==> config.mk <==
export PLATFORM = sky130hd
export DESIGN_NAME = lcc_ctrl
export DESIGN_NICKNAME = d
export VERILOG_FILES = /design/src/rtl/lcc_pkg.sv /design/src/rtl/lcc_ctrl.sv
export SDC_FILE = /design/constraint.sdc
export NUM_CORES = 1
export LEC_CHECK = 0
export ABC_AREA = 1
export BUFFER_PORTS_ARGS = -buffer_cell sky130_fd_sc_hd__buf_2
export CORE_AREA = 10 10 47 49
export DETAILED_ROUTE_END_ITERATION = 12
export DIE_AREA = 0 0 57 59
export GPL_TIMING_DRIVEN = 0
export PLACE_DENSITY_LB_ADDON = 0.12
export SLEW_MARGIN = 20
export SYNTH_ARGS = -nofsm -noshare
export SYNTH_HDL_FRONTEND = slang
export SYNTH_SLANG_ARGS = --single-unit
==> constraint.sdc <==
create_clock -name clock -period 2.1 [get_ports clock]
set_input_delay 0.105 -clock clock [delete_from_list [all_inputs] [get_ports clock]]
set_output_delay 0.105 -clock clock [all_outputs]
set_load 0.03 [all_outputs]
==> src/rtl/lcc_pkg.sv <==
// ----------------------------------------------------------------------------
// lcc_pkg: shared types and constants
// Item layouts, register indexes, body geometry and controller commands.
// ----------------------------------------------------------------------------
package lcc_pkg;

   localparam int BODY_LENGTH_MM  = 600;
   localparam int FRONT_OFFSET_MM = 100;
   localparam int HALF_WIDTH_MM   = 250;
   localparam int HORIZON_MM      = 1500;

   // body corners, forward / lateral, mm
   localparam logic signed [15:0] CX_FRONT = 16'(FRONT_OFFSET_MM);
   localparam logic signed [15:0] CX_REAR  = 16'(-(BODY_LENGTH_MM + FRONT_OFFSET_MM));
   localparam logic signed [15:0] CY_LEFT  = 16'(HALF_WIDTH_MM);
   localparam logic signed [15:0] CY_RIGHT = 16'(-HALF_WIDTH_MM);
   // longitudinal window
   localparam logic signed [16:0] X_LOW  = 17'(-(BODY_LENGTH_MM + FRONT_OFFSET_MM) - HORIZON_MM);
   localparam logic signed [16:0] X_HIGH = 17'(FRONT_OFFSET_MM + HORIZON_MM);

   localparam int CSR_IDX_W = 3;
   localparam int CSR_DAT_W = 17;

   typedef enum logic [CSR_IDX_W-1:0] {
      REG_MODE       = 3'd0,
      REG_SW_TICKS   = 3'd1,
      REG_GAIN       = 3'd2,
      REG_TARGET     = 3'd3,
      REG_SMOOTHING  = 3'd4,
      REG_SPEED_LIM  = 3'd5,
      REG_FLANK_TOL  = 3'd6,
      REG_CTR_RANGE  = 3'd7
   } csr_index_type;

   localparam logic [1:0] MODE_OFF    = 2'd0;
   localparam logic [1:0] MODE_SINGLE = 2'd2;

   localparam logic [1:0] RGM_NONE  = 2'd0;
   localparam logic [1:0] RGM_BOTH  = 2'd1;
   localparam logic [1:0] RGM_LEFT  = 2'd2;
   localparam logic [1:0] RGM_RIGHT = 2'd3;

   typedef struct packed {
      logic               has_wall;
      logic               end_of_scan;
      logic signed [15:0] start_x;
      logic signed [15:0] start_y;
      logic signed [15:0] end_x;
      logic signed [15:0] end_y;
      logic signed [15:0] normal_x;
      logic signed [15:0] normal_y;
      logic [14:0]        line_offset;
   } req_item_type;

   typedef struct packed {
      logic signed [15:0] lateral_velocity;
      logic [1:0]         regime;
      logic               steer_active;
      logic [15:0]        left_clearance;
      logic [15:0]        right_clearance;
      logic               left_seen;
      logic               right_seen;
      logic [7:0]         flanking_count;
   } rsp_item_type;

   // controller -> datapath
   typedef struct packed {
      logic capture;
      logic wall_mul;
      logic wall_sum;
      logic wall_upd;
      logic eos_regime;
      logic law_mul;
      logic law_mix;
      logic law_fin;
      logic emit;
   } cmd_type;

   // datapath -> controller
   typedef struct packed {
      logic has_wall;
      logic end_of_scan;
      logic out_free;
   } sts_type;

endpackage

==> src/rtl/lcc_ctrl.sv <==
// ----------------------------------------------------------------------------
// lcc_ctrl: sequencing state machine
// Steps one item through the wall checks and, at end of scan, the law.
// ----------------------------------------------------------------------------
module lcc_ctrl import lcc_pkg::*; (
   input  logic    clock,
   input  logic    reset,
   input  logic    req_valid,
   output logic    req_stall,
   input  sts_type sts,
   output cmd_type cmd
);

   typedef enum logic [8:0] {
      ST_IDLE = 9'b000000001,
      ST_WMUL = 9'b000000010,
      ST_WSUM = 9'b000000100,
      ST_WUPD = 9'b000001000,
      ST_EREG = 9'b000010000,
      ST_LMUL = 9'b000100000,
      ST_LMIX = 9'b001000000,
      ST_LFIN = 9'b010000000,
      ST_EMIT = 9'b100000000
   } state_type;

   state_type state_ff, state_in;

   assign req_stall = (state_ff != ST_IDLE);

   always_comb begin
      state_in = state_ff;
      cmd      = '0;
      unique case (state_ff)
         ST_IDLE: begin
            if (req_valid) begin
               cmd.capture = 1'b1;
               state_in    = ST_WMUL;
            end
         end
         ST_WMUL: begin
            // an item without a wall only closes the scan, or nothing
            if (sts.has_wall) begin
               cmd.wall_mul = 1'b1;
               state_in     = ST_WSUM;
            end else if (sts.end_of_scan) begin
               state_in = ST_EREG;
            end else begin
               state_in = ST_IDLE;
            end
         end
         ST_WSUM: begin
            cmd.wall_sum = 1'b1;
            state_in     = ST_WUPD;
         end
         ST_WUPD: begin
            cmd.wall_upd = 1'b1;
            state_in     = sts.end_of_scan ? ST_EREG : ST_IDLE;
         end
         ST_EREG: begin
            cmd.eos_regime = 1'b1;
            state_in       = ST_LMUL;
         end
         ST_LMUL: begin
            cmd.law_mul = 1'b1;
            state_in    = ST_LMIX;
         end
         ST_LMIX: begin
            cmd.law_mix = 1'b1;
            state_in    = ST_LFIN;
         end
         ST_LFIN: begin
            cmd.law_fin = 1'b1;
            state_in    = ST_EMIT;
         end
         ST_EMIT: begin
            if (sts.out_free) begin
               cmd.emit = 1'b1;
               state_in = ST_IDLE;
            end
         end
         default: state_in = ST_IDLE;
      endcase
   end

   always_ff @(posedge clock) begin
      if (reset) begin
         state_ff <= ST_IDLE;
      end else begin
         state_ff <= state_in;
      end
   end

endmodule

==> flow_metrics.env <==
export IMPL_endpoint_kind="primary output"
export IMPL_cts_sinks=9
export IMPL_worstMarginPinSlew_ns=0.180
export IMPL_period_needed_ns=1.48
export IMPL_vdd_ir_drop_max_v=0.000328
export IMPL_drc=0
export IMPL_grt_overflow=0
export IMPL_switching_share_pct=35.8
export IMPL_setup_viol=0
export IMPL_seq_area_frac_synth_pct=30.4
export IMPL_cp_start_kind="flop"
export IMPL_final_antenna_net_count=0
export IMPL_outcome="finished, final reports clean"
export IMPL_die_w_um=57
export IMPL_ys_types=18
export IMPL_coreArea_mm2=0.00140
export IMPL_rsz0062_at_grt="false"
export IMPL_vias=569
export IMPL_power_uw=469
export IMPL_start_util_pct=42.3
export IMPL_required_ns=2.00
export IMPL_io_buffers=15
export IMPL_track_usage_pct=8.25
export IMPL_power_switching_uw=168
export IMPL_yosysTopAreaCell="dfxtp_1"
export IMPL_synth_top_cell_area_share_pct=30.4
export IMPL_grt_pass1_wl_um=2260
export IMPL_min_path_type="primary input to flop"
export IMPL_syn_area_per_cell_um2=6.90
export IMPL_drtPass1Iterations=3
export IMPL_reg_largest_list="state_ff: 9 flops"
export IMPL_p_int_uw=301
export IMPL_cts_setup_buffers=0
export IMPL_path_max_fanout=4
export IMPL_cts_tree="done"
export IMPL_drive_above_1_share_pct=35.2
export IMPL_p_clk_share_pct=29.2
export IMPL_p_comb_share_pct=30.6
export IMPL_die_y_um=59
export IMPL_arrival_ns=1.38
export IMPL_synth_nets=92
export IMPL_clock_skew_ns=0.00440
export IMPL_path_clk_slew_ns=0.06
export IMPL_worst_slack_ns=0.618
export IMPL_num_io_pins=16
export IMPL_clock_path_buffers=2
export IMPL_cap_violations=0
export IMPL_clkLatencyLatePin_ns=0.26
export IMPL_hold_ws_ns=0.0623
export IMPL_ctsResizeCount=0
export IMPL_htree_levels=1
export IMPL_routed_wl_um=1290
export IMPL_grt_max_degree=7
export IMPL_synthToLayoutAreaGrowth_pct=20.5
export IMPL_rows=14
export IMPL_n_antenna_cell=0
export IMPL_layout_nets=112
export IMPL_post_route_period_util_pct=70.6
export IMPL_largest_reg_flops=9
export IMPL_leakagePower_nw=0.391
export IMPL_grt_pass1_vias=575
export IMPL_synth_area_um2=593
export IMPL_mostFrequentLayoutCells="15 x inv_1, 15 x buf_2, 14 x nor2_1"
export IMPL_cts_root_buf="clkbuf_4"
export IMPL_critPathKind="flop to primary output"
export IMPL_antenna_found_initial=0
export IMPL_slew_headroom_pct=88.0
export IMPL_dp_hpwl_um=1070
export IMPL_hold_buffers=0
export IMPL_die_area_mm2=0.00336
export IMPL_yosys_warnings=0
export IMPL_fmax_mhz=675
export IMPL_drt_iter0_drc=3
export IMPL_tns_ns=0
export IMPL_pwr_density_cell_mw_per_mm2=657
export IMPL_syn_inst=86
export IMPL_gp_congestion=0.775
export IMPL_netlist_top_cells_area="dfxtp_1 30%, inv_1 9.5%, nor2_4 9.5%"
export IMPL_vias_per_cell=4.70
export IMPL_placedCellCount=117
export IMPL_slew_viol_final=0
export IMPL_stdcell_count=121
export IMPL_wl_per_cell_um=10.6
export IMPL_finalHoldViolations=0
export IMPL_cts_buffers=3
export IMPL_pwr_share_seq_pct=40.2
export IMPL_top_register="state_ff"
export IMPL_dp_slack_ns=0.885
export IMPL_ys_seq_elements=9
[cell families after synthesis]
family,count (synthesis),share of synthesized area [%]
flops,9,30.4
compound gates,6,5.06
simple gates,52,52.1
buf+inv,19,12.4
[area by class of cell]
type                       instances  area, µm²
fill                             164        687
multi-input combinational         58        339
sequential                         9        180
timing repair buffer              15       75.1
inverter                          19       73.8
clock buffer                       4       26.3
tap                               16       20.0
[power by group through the flow]
stage,sequential [mW],clock [mW],combinational [mW]
after floorplan,0.191,0,0.114
after global placement,0.192,0,0.144
after detailed placement,0.193,0,0.144
after CTS,0.189,0.138,0.146
after global routing,0.190,0.143,0.161
final,0.189,0.137,0.144
[synth_stat cells]
| cell | count |
|---|---|
| nand3_1 | 8 |
| dfxtp_1 | 9 |
| inv_2 | 3 |
| nand2_1 | 11 |
| nor2_2 | 2 |
| nor2_1 | 14 |
| nand2_4 | 1 |
| inv_4 | 1 |
| nor3_1 | 2 |
| nand3_2 | 3 |
| o21ai_1 | 1 |
| nand4_2 | 1 |
| inv_1 | 15 |
| nand3_4 | 1 |
| nand2_2 | 2 |
| a21oi_1 | 5 |
| nor2_4 | 5 |
| and2_1 | 2 |
[path summary, 6_finish.rpt]
check	endpoint	slack, ns	startpoint	cells after the start
min	state_ff[4]$_SDFFE_PP0P_	0.06	reset	2
max reg2reg	state_ff[0]$_SDFFE_PP1P_	0.89	state_ff[3]$_SDFFE_PP0P_	8
max	cmd[8]	0.62	state_ff[3]$_SDFFE_PP0P_	6
min reg2reg	state_ff[1]$_SDFFE_PP0P_	0.65	state_ff[0]$_SDFFE_PP1P_	4
[through the flow]
| stage | util [%] | instance area, µm² |
|---|---|---|
| after detailed placement | 49.1 | 688 |
| final | 51.0 | 714 |
| after global placement | 49.1 | 688 |
| after CTS | 51.0 | 714 |
| after floorplan | - | 593 |
| after global routing | 51.0 | 714 |
[critical path, cell delays in order (launching register included)]
cell	delay (ns)
dfxtp_1	0.35
nor2_4	0.17
nand3_2	0.12
nor2_4	0.15
inv_2	0.05
nor2_1	0.07
buf_2	0.20
[per-layer routing]
layer	up-vias	GRT usage (%)	share of wire (%)
li1	303	-	-
met1	245	9.50	49
met2	16	12.7	41
met3	5	3.00	6.9
met4	0	5.03	2.6
met5	-	0	0
Note: power is estimated with default switching activity, not from simulation.
